==> config.mk <==
export PLATFORM = sky130hd
export DESIGN_NAME = meter_obis_stream_parser_top
export DESIGN_NICKNAME = d
export VERILOG_FILES = /design/src/rtl/osp_pkg.sv /design/src/rtl/osp_cfg_regs.sv /design/src/rtl/osp_parser.sv /design/src/rtl/meter_obis_stream_parser_top.sv
export SDC_FILE = /design/constraint.sdc
export NUM_CORES = 1
export LEC_CHECK = 0
export BUFFER_PORTS_ARGS = -buffer_cell sky130_fd_sc_hd__clkbuf_2
export CAP_MARGIN = 5
export CORE_ASPECT_RATIO = 0.75
export CORE_UTILIZATION = 53
export DETAILED_ROUTE_END_ITERATION = 10
export GPL_TIMING_DRIVEN = 0
export PLACE_DENSITY_LB_ADDON = 0.3
export SLEW_MARGIN = 5
export SYNTH_ARGS = -nofsm -noshare
export SYNTH_HDL_FRONTEND = slang
export SYNTH_HIERARCHICAL = 1
export SYNTH_SLANG_ARGS = --single-unit
==> constraint.sdc <==
create_clock -name clk -period 3.8 [get_ports clk]
set_input_delay 0.38 -clock clk [delete_from_list [all_inputs] [get_ports clk]]
set_output_delay 0.38 -clock clk [all_outputs]
set_load 0.01 [all_outputs]
==> src/rtl/osp_pkg.sv <==
// Shared types and constants for the meter OBIS stream parser.
package osp_pkg;

	typedef enum logic [3:0] {
		PH_HUNT  = 4'd0,
		PH_GOT9  = 4'd1,
		PH_GOT6  = 4'd2,
		PH_GOT61 = 4'd3,
		PH_CODE  = 4'd4,
		PH_SKIP  = 4'd5,
		PH_HIGH  = 4'd6,
		PH_LOW   = 4'd7,
		PH_VAL8  = 4'd8
	} phase_t;

	localparam logic [3:0] KIND_NONE   = 4'd0;
	localparam logic [3:0] KIND_POWER  = 4'd1;
	localparam logic [3:0] KIND_CUR1   = 4'd2;
	localparam logic [3:0] KIND_CUR2   = 4'd3;
	localparam logic [3:0] KIND_CUR3   = 4'd4;
	localparam logic [3:0] KIND_VOLT1  = 4'd5;
	localparam logic [3:0] KIND_VOLT2  = 4'd6;
	localparam logic [3:0] KIND_VOLT3  = 4'd7;
	localparam logic [3:0] KIND_SILENT = 4'd8;

	localparam logic [7:0] BYTE_START0 = 8'd9;
	localparam logic [7:0] BYTE_START1 = 8'd6;
	localparam logic [7:0] SEL_CLOCK   = 8'd0;
	localparam logic [7:0] SEL_OBIS    = 8'd1;

	localparam logic [7:0] CODE_ZERO   = 8'd0;
	localparam logic [7:0] CODE_POWER  = 8'd1;
	localparam logic [7:0] CODE_SIL_A  = 8'd2;
	localparam logic [7:0] CODE_SIL_B  = 8'd3;
	localparam logic [7:0] CODE_SIL_C  = 8'd4;
	localparam logic [7:0] CODE_CUR1   = 8'd31;
	localparam logic [7:0] CODE_CUR2   = 8'd51;
	localparam logic [7:0] CODE_CUR3   = 8'd71;
	localparam logic [7:0] CODE_VOLT1  = 8'd32;
	localparam logic [7:0] CODE_VOLT2  = 8'd52;
	localparam logic [7:0] CODE_VOLT3  = 8'd72;
	localparam logic [7:0] CODE_INFO   = 8'd96;

	localparam logic [3:0] SKIP_CLOCK = 4'd13;
	localparam logic [3:0] SKIP_SHORT = 4'd2;
	localparam logic [3:0] SKIP_WORD  = 4'd6;
	localparam logic [3:0] SKIP_BYTE  = 4'd5;

	localparam logic [1:0] CFG_POWER_LIMIT   = 2'd0;
	localparam logic [1:0] CFG_CURRENT_LIMIT = 2'd1;
	localparam logic [1:0] CFG_VOLTAGE_LIMIT = 2'd2;

	localparam logic [15:0] POWER_LIMIT_RST   = 16'd20000;
	localparam logic [15:0] CURRENT_LIMIT_RST = 16'd6000;
	localparam logic [7:0]  VOLTAGE_LIMIT_RST = 8'd251;

	localparam logic signed [1:0] SCALE_CURRENT = -2'sd2;
	localparam logic signed [1:0] SCALE_UNIT    = 2'sd0;

	typedef struct packed {
		logic [15:0] power;
		logic [15:0] current;
		logic [7:0]  voltage;
	} limits_t;

	typedef struct packed {
		logic               valid;
		logic [2:0]         quantity;
		logic [15:0]        reading;
		logic signed [1:0]  scale_exp;
	} result_t;

endpackage

==> src/rtl/osp_cfg_regs.sv <==
// Limit registers written through the configuration channel.
module osp_cfg_regs (
	input  logic             clk,
	input  logic             arst_n,
	input  logic             cfg_valid,
	input  logic [1:0]       cfg_index,
	input  logic [15:0]      cfg_data,
	output osp_pkg::limits_t limits
);
	import osp_pkg::*;

	limits_t limits_q;

	always_ff @(posedge clk or negedge arst_n) begin
		if (!arst_n) begin
			limits_q.power   <= POWER_LIMIT_RST;
			limits_q.current <= CURRENT_LIMIT_RST;
			limits_q.voltage <= VOLTAGE_LIMIT_RST;
		end else if (cfg_valid) begin
			case (cfg_index)
				CFG_POWER_LIMIT:   limits_q.power   <= cfg_data;
				CFG_CURRENT_LIMIT: limits_q.current <= cfg_data;
				CFG_VOLTAGE_LIMIT: limits_q.voltage <= cfg_data[7:0];
				default: ;
			endcase
		end
	end

	assign limits = limits_q;

endmodule

==> src/rtl/osp_parser.sv <==
// Parse state machine: consumes one byte per step and forms at most one result.
module osp_parser (
	input  logic             clk,
	input  logic             arst_n,
	input  logic             step,
	input  logic [7:0]       rx_byte,
	input  osp_pkg::limits_t limits,
	output osp_pkg::result_t result
);
	import osp_pkg::*;

	phase_t      phase_q, phase_d;
	logic [3:0]  skip_q, skip_d;
	logic [3:0]  kind_q, kind_d;
	logic [7:0]  high_q, high_d;
	logic [3:0]  skip_dec;
	logic [15:0] value;
	logic [15:0] limit;
	logic        kind_ok;
	logic        is_current;

	assign skip_dec = skip_q - 4'd1;

	always_comb begin
		phase_d = phase_q;
		skip_d  = skip_q;
		kind_d  = kind_q;
		high_d  = high_q;
		case (phase_q)
			PH_GOT9: begin
				if (rx_byte == BYTE_START1) begin
					phase_d = PH_GOT6;
				end else begin
					phase_d = PH_HUNT;
					skip_d  = '0;
					kind_d  = KIND_NONE;
				end
			end
			PH_GOT6: begin
				if (rx_byte == SEL_CLOCK) begin
					phase_d = PH_SKIP;
					skip_d  = SKIP_CLOCK;
					kind_d  = KIND_NONE;
				end else if (rx_byte == SEL_OBIS) begin
					phase_d = PH_GOT61;
				end else begin
					phase_d = PH_HUNT;
					skip_d  = '0;
					kind_d  = KIND_NONE;
				end
			end
			PH_GOT61: begin
				if (rx_byte == SEL_OBIS) begin
					phase_d = PH_CODE;
				end else begin
					phase_d = PH_HUNT;
					skip_d  = '0;
					kind_d  = KIND_NONE;
				end
			end
			PH_CODE: begin
				phase_d = PH_SKIP;
				case (rx_byte)
					CODE_ZERO, CODE_INFO: begin
						skip_d = SKIP_SHORT;
						kind_d = KIND_NONE;
					end
					CODE_POWER: begin
						skip_d = SKIP_WORD;
						kind_d = KIND_POWER;
					end
					CODE_SIL_A, CODE_SIL_B, CODE_SIL_C: begin
						skip_d = SKIP_WORD;
						kind_d = KIND_SILENT;
					end
					CODE_CUR1: begin
						skip_d = SKIP_WORD;
						kind_d = KIND_CUR1;
					end
					CODE_CUR2: begin
						skip_d = SKIP_WORD;
						kind_d = KIND_CUR2;
					end
					CODE_CUR3: begin
						skip_d = SKIP_WORD;
						kind_d = KIND_CUR3;
					end
					CODE_VOLT1: begin
						skip_d = SKIP_BYTE;
						kind_d = KIND_VOLT1;
					end
					CODE_VOLT2: begin
						skip_d = SKIP_BYTE;
						kind_d = KIND_VOLT2;
					end
					CODE_VOLT3: begin
						skip_d = SKIP_BYTE;
						kind_d = KIND_VOLT3;
					end
					default: begin
						phase_d = PH_HUNT;
						skip_d  = '0;
						kind_d  = KIND_NONE;
					end
				endcase
			end
			PH_SKIP: begin
				skip_d = skip_dec;
				if (skip_dec == 4'd0) begin
					if (kind_q == KIND_NONE) begin
						phase_d = PH_HUNT;
						kind_d  = KIND_NONE;
					end else if (kind_q >= KIND_VOLT1 && kind_q <= KIND_VOLT3) begin
						phase_d = PH_VAL8;
					end else begin
						phase_d = PH_HIGH;
					end
				end
			end
			PH_HIGH: begin
				high_d  = rx_byte;
				phase_d = PH_LOW;
			end
			PH_LOW, PH_VAL8: begin
				phase_d = PH_HUNT;
				skip_d  = '0;
				kind_d  = KIND_NONE;
			end
			default: begin
				skip_d  = '0;
				kind_d  = KIND_NONE;
				phase_d = (rx_byte == BYTE_START0) ? PH_GOT9 : PH_HUNT;
			end
		endcase
	end

	always_comb begin
		value      = (phase_q == PH_LOW) ? {high_q, rx_byte} : {8'd0, rx_byte};
		is_current = (kind_q >= KIND_CUR1) && (kind_q <= KIND_CUR3);
		kind_ok    = (kind_q >= KIND_POWER) && (kind_q <= KIND_VOLT3);
		if (kind_q == KIND_POWER) begin
			limit = limits.power;
		end else if (is_current) begin
			limit = limits.current;
		end else begin
			limit = {8'd0, limits.voltage};
		end
		result.valid     = step && ((phase_q == PH_LOW) || (phase_q == PH_VAL8))
			&& kind_ok && (value <= limit);
		result.quantity  = 3'(kind_q - KIND_POWER);
		result.reading   = value;
		result.scale_exp = is_current ? SCALE_CURRENT : SCALE_UNIT;
	end

	always_ff @(posedge clk or negedge arst_n) begin
		if (!arst_n) begin
			phase_q <= PH_HUNT;
			skip_q  <= '0;
			kind_q  <= KIND_NONE;
			high_q  <= '0;
		end else if (step) begin
			phase_q <= phase_d;
			skip_q  <= skip_d;
			kind_q  <= kind_d;
			high_q  <= high_d;
		end
	end

	a_skip_nonzero: assert property (@(posedge clk) disable iff (!arst_n)
		(phase_q == PH_SKIP) |-> (skip_q != 4'd0))
		else $error("skip phase with empty skip count");

	a_val8_voltage: assert property (@(posedge clk) disable iff (!arst_n)
		(phase_q == PH_VAL8) |-> (kind_q >= KIND_VOLT1 && kind_q <= KIND_VOLT3))
		else $error("single byte value without voltage kind");

	a_hunt_clean: assert property (@(posedge clk) disable iff (!arst_n)
		(phase_q == PH_HUNT) |-> (kind_q == KIND_NONE && skip_q == 4'd0))
		else $error("hunting with stale kind or skip count");

endmodule

==> src/rtl/meter_obis_stream_parser_top.sv <==
// Top level of the meter OBIS stream parser: input stage, parser, result register.
//
// Usage:
//   Input channel (in_valid/in_ready, rx_byte) takes one byte of the meter
//   stream per item. The output channel (out_valid/out_ready) delivers
//   quantity, reading and scale_exp for each reading that is within its limit.
//   The configuration channel (cfg_valid/cfg_ready, cfg_index, cfg_data)
//   writes power_limit (0), current_limit (1) and voltage_limit (2); other
//   indexes are ignored. cfg_ready is always high.
//   A result is registered: the last byte of its reading first sits in the
//   input register, and the parse step then loads the result register from
//   it, which can wait while the receiver stalls.
//   Throughput: one byte per cycle while the receiver does not stall, set by
//   the single parse step between the input register and the result register.
//   When the receiver stalls with a result pending, an empty input register
//   still takes a byte; a full one drops in_ready until the result is taken.
//   Reset clears both stages, returns the parser to hunting for the start pair
//   and loads the limit registers with 20000, 6000 and 251.
module meter_obis_stream_parser_top (
	input  logic              clk,
	input  logic              arst_n,
	input  logic              in_valid,
	output logic              in_ready,
	input  logic [7:0]        rx_byte,
	output logic              out_valid,
	input  logic              out_ready,
	output logic [2:0]        quantity,
	output logic [15:0]       reading,
	output logic signed [1:0] scale_exp,
	input  logic              cfg_valid,
	output logic              cfg_ready,
	input  logic [1:0]        cfg_index,
	input  logic [15:0]       cfg_data
);
	import osp_pkg::*;

	logic        valid_s1;
	logic [7:0]  byte_s1;
	logic        advance;
	logic        step;
	limits_t     limits;
	result_t     result;
	logic        out_valid_q;
	logic [2:0]  quantity_q;
	logic [15:0] reading_q;
	logic signed [1:0] scale_q;

	assign cfg_ready = 1'b1;
	assign advance   = !out_valid_q || out_ready;
	assign step      = valid_s1 && advance;
	assign in_ready  = !valid_s1 || advance;

	osp_cfg_regs u_cfg (
		.clk       (clk),
		.arst_n    (arst_n),
		.cfg_valid (cfg_valid),
		.cfg_index (cfg_index),
		.cfg_data  (cfg_data),
		.limits    (limits)
	);

	osp_parser u_parser (
		.clk     (clk),
		.arst_n  (arst_n),
		.step    (step),
		.rx_byte (byte_s1),
		.limits  (limits),
		.result  (result)
	);

	always_ff @(posedge clk or negedge arst_n) begin
		if (!arst_n) begin
			valid_s1 <= 1'b0;
		end else if (in_ready) begin
			valid_s1 <= in_valid;
		end
	end

	always_ff @(posedge clk) begin
		if (in_valid && in_ready) begin
			byte_s1 <= rx_byte;
		end
	end

	always_ff @(posedge clk or negedge arst_n) begin
		if (!arst_n) begin
			out_valid_q <= 1'b0;
		end else if (advance) begin
			out_valid_q <= result.valid;
		end
	end

	always_ff @(posedge clk) begin
		if (advance && result.valid) begin
			quantity_q <= result.quantity;
			reading_q  <= result.reading;
			scale_q    <= result.scale_exp;
		end
	end

	assign out_valid = out_valid_q;
	assign quantity  = quantity_q;
	assign reading   = reading_q;
	assign scale_exp = scale_q;

	a_ready_stall: assert property (@(posedge clk) disable iff (!arst_n)
		!in_ready |-> (valid_s1 && out_valid_q && !out_ready))
		else $error("input stalled without a pending result");

	a_byte_kept: assert property (@(posedge clk) disable iff (!arst_n)
		(valid_s1 && !step) |=> (valid_s1 && $stable(byte_s1)))
		else $error("stalled byte lost or changed");

	a_quantity_range: assert property (@(posedge clk) disable iff (!arst_n)
		out_valid_q |-> (quantity_q <= 3'd6))
		else $error("quantity out of range");

	a_scale_match: assert property (@(posedge clk) disable iff (!arst_n)
		out_valid_q |-> ((scale_q == SCALE_CURRENT) ==
			(quantity_q >= 3'd1 && quantity_q <= 3'd3)))
		else $error("scale does not match quantity");

endmodule
Word level (Yosys, flattened, before mapping):

Index checks and enable logic that the tools add are counted.

* $add $sub $neg: 2
* reductions and logical operators: 31
* divide/modulo/power cells: 0
* multiplexer cells: 25
* multiply operators: 0
* equal/unequal tests: 27
* shifts and indexed selects: 0
* magnitude comparators: 6
* bitwise logic cells: 1

Operators by type and width (number)
* 16-bit two-way mux: 3
* 4-bit case mux with 6 select lines: 2
* 4-bit two-way mux: 11
* 4-bit case mux with 8 select lines: 1
* 4-bit case mux with 7 select lines: 1
* 8-bit by 6-bit equality test with 1-bit output, second input constant: 3
* 8-bit by 7-bit equality test with 1-bit output, second input constant: 3
* 4-bit by 3-bit equality test with 1-bit output, second input constant: 4
* 8-bit by 2-bit equality test with 1-bit output, second input constant: 2
* 8-bit by 3-bit equality test with 1-bit output, second input constant: 2
* 16-bit less-or-equal comparator: 1
* 12-bit OR reduction: 1
* 2-bit AND reduction: 5
* 1-bit logical AND: 9
* 3-bit case mux with 3 select lines: 1
* 4-bit by 1-bit equality test with 1-bit output, second input constant: 2
* 4-bit by 2-bit equality test with 1-bit output, second input constant: 2
* 8-bit by 1-bit equality test with 1-bit output, second input constant: 1
* 8-bit by 4-bit equality test with 1-bit output, second input constant: 1
* 8-bit by 5-bit equality test with 1-bit output, second input constant: 1
* 4-bit by 3-bit less-or-equal comparator with 1-bit output, second input constant: 2
* 4-bit logical NOT: 2
* 8-bit logical NOT: 1
* 7-bit OR reduction: 1
* other kinds (21): 30

* ROM bits: 0
* bits in writable memories: 0
* flip-flop bits (word level): 91
* bits in latches: 0
* memories kept: 0

Depth between registers and ports, before layout:

Gate-level depths: netlist of run 1.

* word-level depth: 7
* mapped depth: 15

Modules after synthesis:

The synthesis of run 1 kept the hierarchy.

Modules (own cells, without submodules)
* osp_parser: area each 2337.2 um^2, times used 1, cells each 294
* osp_cfg_regs: area each 1535.2 um^2, times used 1, cells each 85
* meter_obis_stream_parser_top: area each 992.2 um^2, times used 1, cells each 40

Worst setup path after synthesis of run 1:

No wires, ideal clock.

* kind: reg-to-reg
* start point: reg u_parser.kind_q[0]
* end point: reg quantity_q[0] (netlist: quantity[0]) (enable)
* arrival time: 3.201 ns
* path slack: 0.219 ns
* period minus slack after synthesis: 3.581 ns
* stages on the path, launching flop included: 16
* required time: 3.421 ns
* path through: dfrtp_1 inv_1 ha_1 o21bai_1 a21oi_2 buf_2 and3_1 a21oi_1 ha_1 a21oi_1 nor2_1 a211oi_1 o21ai_0 a2bb2oi_1 a211oi_1 and2_1

RTL lines
* start, declared: RTL line osp_parser.sv:14 `logic [3:0] kind_q, kind_d;`
* start signal, assigned: RTL line osp_parser.sv:164 `kind_q <= kind_d;`
* end signal, assigned: RTL line meter_obis_stream_parser_top.sv:95 `quantity_q <= result.quantity;`
* end, declared: RTL line meter_obis_stream_parser_top.sv:44 `logic [2:0] quantity_q;`

==> results of run 1 <==
## Yosys cell counts (11+ instances only)
| cell | n |
|---|---|
| a21oi_1 | 24 |
| and2_1 | 11 |
| and3_1 | 11 |
| buf_4 | 11 |
| dfrtp_1 | 43 |
| dfstp_2 | 19 |
| edfxtp_1 | 29 |
| ha_1 | 21 |
| inv_1 | 12 |
| mux2_2 | 45 |
| nand2_1 | 19 |
| nor2_1 | 24 |
| o21ai_0 | 18 |
## stage by stage
stage	worst slack, ns	setup TNS [ns]	area, um2	total power [uW]
finish	0.237	0	5600	2290
global route	0.0137	0	5600	2390
CTS	0.0420	0	5580	2300
floorplan	0.219	0	4860	1420
detailed placement	-0.892	-18.69	5270	1520
global placement	-0.831	-17.41	5270	1500
## registers in the layout, indices dropped and copies added (netlist names)
| name | count |
|---|---|
| u_parser/phase_q | 4 |
| byte_s1 | 8 |
| out_valid | 1 |
| quantity | 3 |
| u_cfg/limits | 40 |
| u_parser/skip_q | 4 |
| scale_exp | 2 |
| u_parser/high_q | 8 |
| u_parser/kind_q | 4 |
| reading | 16 |
| valid_s1 | 1 |
## how the worst min path moves through the flow
stage	start	endpoint	cells after the start
5_1_grt	rx_byte[5]	byte_s1[5]$_DFFE_PP_	1
3_5_place_dp	u_parser/high_q[4]$_DFFE_PN0P_	u_parser/high_q[4]$_DFFE_PN0P_	2
4_1_cts	arst_n	u_cfg/limits[37]$_DFFE_PN0P_	1
2_1_floorplan	arst_n	out_valid$_DFFE_PN0N_	0
3_3_place_gp	u_parser/high_q[4]$_DFFE_PN0P_	u_parser/high_q[4]$_DFFE_PN0P_	2
6_report	arst_n	u_cfg/limits[37]$_DFFE_PN0P_	1
## cell families (layout without fill, tap and decap cells)
group           Yosys count  after routing  synth area share [%]
xor+xnor                  6              6                  1.08
compound gates           79             79                  10.7
flops                    91             91                  50.3
fa+ha+maj                21             21                  5.40
mux                      54             54                  12.3
buf+inv                  41            113                  4.68
simple gates            125            126                  15.4
other cells               2              2                 0.154
## cells in the final DEF, fill, tap and decap left out, types with 18 or more instances in the layout
master	netlist	final
dfrtp_1	43	43
ha_1	21	21
dfstp_2	19	19
edfxtp_1	29	29
nor2_1	24	24
a21oi_1	24	24
mux2_2	45	45
o21ai_0	18	18
clkbuf_2	0	53
nand2_1	19	19
## what timing repair did
item,4_1_cts,5_1_grt
setup buffers,3,1
pin swaps,1,2
gates resized for setup,7,3
cloned,0,1
setup endpoints to repair,21,21
## power breakdown
group,internal [uW],leakage (uW),switching (uW)
Clock,440,0.000121,337
Combinational,160,0.00130,161
Sequential,1130,0.00100,57.6
## area by class of cell
cell class / count / area [um2] / area share, %
clock inverters: 3 / 16.3 / 0.291
repair buffers: 57 / 310 / 5.54
well taps: 108 / 135 / 2.41
inverters: 12 / 45.0 / 0.805
flip-flops and latches: 91 / 2450 / 43.7
multi-input cells: 288 / 2220 / 39.7
clock buffers: 13 / 240 / 4.29
plain buffers: 28 / 184 / 3.29
## per-layer routing
layer / global-route usage (%) / up-vias / wire [um] / share of wire, %
met4: 6.79 / 0 / 123 / 1.1
met2: 37.7 / 149 / 4730 / 44
met5: 0 / - / 0 / 0
met1: 33.9 / 1747 / 5180 / 48
li1: - / 1664 / - / -
met3: 5.93 / 13 / 674 / 6.3
## critical path, stage by stage (launching register included)
cell	delay, ns
dfrtp_1	0.41
inv_1	0.15
ha_1	0.19
o21bai_2	0.09
a21oi_4	0.18
buf_12	0.14
mux2i_1	0.19
nor2_1	0.06
a21oi_1	0.18
ha_1	0.28
nor2b_1	0.13
o21ai_0	0.15
nand2b_1	0.07
a21oi_1	0.17
o21ai_0	0.17
a211oi_2	0.27
buf_4	0.16
and2_4	0.27
==> impl_metrics.tcl, run 1 <==
set metrics [dict create \
    outcome "finished, final reports clean" \
    crit_end "scale_exp[0]$_DFFE_PP_" \
    syn_area_mm2 0.00486 \
    hp-class "in -> async" \
    setup.worst_path.start_class "flip-flop" \
    yosysTopAreaCellShare_pct 22.1 \
    worst_pin_slew_ns 0.861 \
    clk_pin_slew_ns 0.06 \
    die_w_um 113 \
    cp.arrival_ns 3.59 \
    fin_worst_skew_ns 0.00450 \
    synthCells 419 \
    dp.cells 580 \
    die_y_um 85.0 \
    wirelength_um 10700 \
    rsz0062_at_grt "false" \
    drtPass1Iterations 5 \
    cts.sinks 91 \
    synthTopCellsByArea "dfrtp_1, edfxtp_1, mux2_2" \
    grt_pass1_wl_um 17700 \
    avgSynthCellArea_um2 11.6 \
    ys.flop_type "dfrtp_1" \
    start_util_pct 56.1 \
    drc_errors 0 \
    layout_min_cycle_time_ns 3.56 \
    critPathLaunch "u_parser/kind_q[0]$_DFFE_PN0P_" \
    h-tree-depth 3 \
    holdWs_ns 0.179 \
    antenna_left 0 \
    nets 539 \
    wl_per_cell_um 17.9 \
    period_share_pct 93.8 \
    overflow 0 \
    grt_max_degree 63 \
    clk_path_buf_depth 2 \
    leakage_uw 0.00242 \
    r2r_end "scale_exp[0]$_DFFE_PP_" \
    core_mm2 0.00867 \
    cts_tree "yes" \
    nFillCells 686 \
    maxCapViolations 0 \
    antenna_found_initial 0 \
    n_antenna_cell 0 \
    viasPerCell 5.96 \
    rows 29 \
    synth_cell_types 70 \
    ir_drop_uv 296 \
    hold_viol_final 0 \
    grtUsageTotal_pct 24.2 \
    syn-num-nets 471 \
    slew_headroom_pct 42.6 \
    finish.utilization_pct 64.5 \
    cts_buffers 9 \
    rr_worst_depth 17 \
    ys_seq_elements 91 \
    endpoint_kind "flip-flop" \
    synthArstFlopShare_pct 68.1 \
    seq_area_frac_synth_pct 50.3 \
    first_iter_violations 359 \
    gp_congestion 0.960 \
    ctsHoldBuffers 0 \
    vias 3573 \
    cts.root.buffer_cell "clkbuf_16" \
    dieArea_mm2 0.00957 \
    slew_violations 0 \
    hpwl_um 7620 \
    crit_required_ns 3.82 \
    reg2reg_setup_slack_ns 0.24 \
    synth_edf_count 29 \
    grt_pass1_vias 3554 \
    cellPowerDensity_mw_per_mm2 409 \
    critPathKind "reg -> reg" \
    drive_above_1_share_pct 36.2 \
    reg2reg_from "u_parser/kind_q[0]$_DFFE_PN0P_" \
    ioPinCount 55 \
    clk_latency_ns 0.33 \
    path_max_fanout 10 \
    syn_to_final_growth_pct 15.0 \
    fmax_mhz 281 \
    synth_top_area_cell "dfrtp_1" \
    ys_warn_count 6 \
    finalSetupViolations 0 \
    portBuffers 53 \
    stdcell_count 600 \
]
(Power assumes the default switching activity.)
==> run 2, diff against run 1 <==
--- a/config.mk
+++ b/config.mk
@@ -8,10 +8,11 @@
 export BUFFER_PORTS_ARGS = -buffer_cell sky130_fd_sc_hd__clkbuf_2
 export CAP_MARGIN = 5
 export CORE_ASPECT_RATIO = 0.75
-export CORE_UTILIZATION = 53
+export CORE_UTILIZATION = 30
 export DETAILED_ROUTE_END_ITERATION = 10
 export GPL_TIMING_DRIVEN = 0
 export PLACE_DENSITY_LB_ADDON = 0.3
+export SKIP_LAST_GASP = 1
 export SLEW_MARGIN = 5
 export SYNTH_ARGS = -nofsm -noshare
 export SYNTH_HDL_FRONTEND = slang
==> impl_metrics.tcl, run 2 (same netlist as run 1, synthesis figures left out) <==
set metrics [dict create \
    outcome "finished, final reports clean" \
    hp-class "in -> reg" \
    wl_per_cell_um 16.6 \
    gp_congestion 0.863 \
    clk_latency_ns 0.34 \
    cellPowerDensity_mw_per_mm2 407 \
    grt_max_degree 53 \
    critPathTopFamily "compound AO/OA/AOI/OAI gates" \
    layout_min_cycle_time_ns 3.58 \
    worst_pin_slew_ns 0.713 \
    endpoint_kind "flip-flop" \
    ioPinCount 55 \
    hold_viol_final 0 \
    multiInputGateArea_mm2 0.00222 \
    path_max_fanout 11 \
    final_cell_mix "clkbuf_2, mux2_2, dfrtp_1, edfxtp_1" \
    crit_required_ns 3.83 \
    portBuffers 53 \
    period_share_pct 94.1 \
    cts.root.buffer_cell "clkbuf_16" \
    drc_errors 0 \
    slew_violations 0 \
    grtUsageTotal_pct 14.9 \
    crit_buf_inv 3 \
    drive_above_1_share_pct 37.1 \
    placed_cell_area_mm2 0.00542 \
    clk_pin_slew_ns 0.07 \
    crit_chain "inv_1 > ha_1 > and2_2 > clkbuf_2 > nor2_1 > a21oi_1 > ha_1 > nor2b_1 > o21ai_0 > nand2b_1 > a21oi_1 > o21ai_1 > a211oi_2 > buf_4 > and2_4" \
    largest_reg_flops 40 \
    cts_buffers 9 \
    overflow 0 \
    antenna_left 0 \
    cp.arrival_ns 3.61 \
    rsz0062_at_grt "false" \
    syn_to_final_growth_pct 18.6 \
    maxCapViolations 0 \
    power_uw 2350 \
    dieArea_mm2 0.0167 \
    n_antenna_cell 0 \
    ir_drop_uv 232 \
    grt_pass1_vias 3582 \
    cts_tree "yes" \
    h-tree-depth 3 \
    fin_worst_skew_ns 0.00977 \
    slew_headroom_pct 52.0 \
    hpwl_um 8540 \
    finalSetupViolations 0 \
    design_area_mm2 0.00577 \
    nFillCells 1560 \
    regArea_mm2 0.00245 \
    vias 3485 \
    setup-tns-final_ns 0 \
    nets 540 \
    start_util_pct 31.3 \
    viasPerCell 4.99 \
    cts.sinks 91 \
    die_w_um 149 \
    critPathKind "reg -> reg" \
    die_y_um 112 \
    leakage_uw 0.00245 \
    crit_path_top_delay_cell "dfrtp_1" \
    clk_path_buf_depth 2 \
    rows 39 \
    cpPeakStageDelay_ns 0.43 \
    final_common_cell "clkbuf_2" \
    core_mm2 0.0155 \
    wirelength_um 11600 \
    antenna_found_initial 0 \
    first_iter_violations 224 \
    drtPass1Iterations 5 \
    fmax_mhz 280 \
    setup.worst_path.start_class "flip-flop" \
    grt_pass1_wl_um 19100 \
]
[run 2: what timing repair did]
| action | CTS | global route |
|---|---|---|
| resized for setup | 7 | 3 |
| pin swaps | 2 | 1 |
| endpoints found under the setup margin | 21 | 21 |
| setup buffers | 1 | 3 |
| hold endpoints to repair | 10 | 0 |
| hold buffers | 1 | 0 |
| cloned | 1 | 0 |
[run 2: final timing paths]
path	endpoint	start	cells past startpoint	slack (ns)
max in group asynchronous	u_cfg/limits[20]$_DFFE_PN1P_	arst_n	3	2.78
min	byte_s1[3]$_DFFE_PP_	rx_byte[3]	1	0.21
max	scale_exp[1]$_DFFE_PP_	u_parser/kind_q[1]$_DFFE_PN0P_	15	0.22
min in group asynchronous	u_parser/skip_q[0]$_DFFE_PN0P_	arst_n	2	0.45
max reg2reg	scale_exp[1]$_DFFE_PP_	u_parser/kind_q[1]$_DFFE_PN0P_	15	0.22
min reg2reg	u_parser/high_q[0]$_DFFE_PN0P_	u_parser/high_q[0]$_DFFE_PN0P_	2	0.48
[run 2: cell type report]
| cell class | instances | area share (%) |
|---|---|---|
| Clock buffer | 11 | 4.10 |
| Multi-Input combinational cell | 288 | 38.5 |
| Buffer | 27 | 3.08 |
| Sequential cell | 91 | 42.4 |
| Clock inverter | 5 | 0.672 |
| Timing Repair Buffer | 59 | 6.03 |
| Inverter | 12 | 0.781 |
| Tap cell | 205 | 4.45 |
[run 2: report_power, final]
group	internal, uW	total (uW)	switching (uW)
logic	163	325	162
clock network	454	831	376
registers	1130	1190	56.2
[run 2: stage by stage]
stage / hold WS, ns / worst slack [ns] / instances / util (%)
3_5_place_dp: 0.281 / -0.971 / 678 / 34.9
5_1_grt: 0.196 / 0.0257 / 698 / 37.2
4_1_cts: 0.198 / 0.0354 / 697 / 37.0
6_report: 0.208 / 0.224 / 698 / 37.2
2_1_floorplan: 0.0844 / 0.219 / 419 / -
3_3_place_gp: 0.463 / -0.957 / 677 / 34.7
[run 2: metal layers]
metal	vias up	GRT usage, %	wire length, um
met4	0	4.15	106
li1	1670	-	-
met1	1692	21.7	5870
met2	115	22.0	4990
met5	-	0	0
met3	8	3.50	588
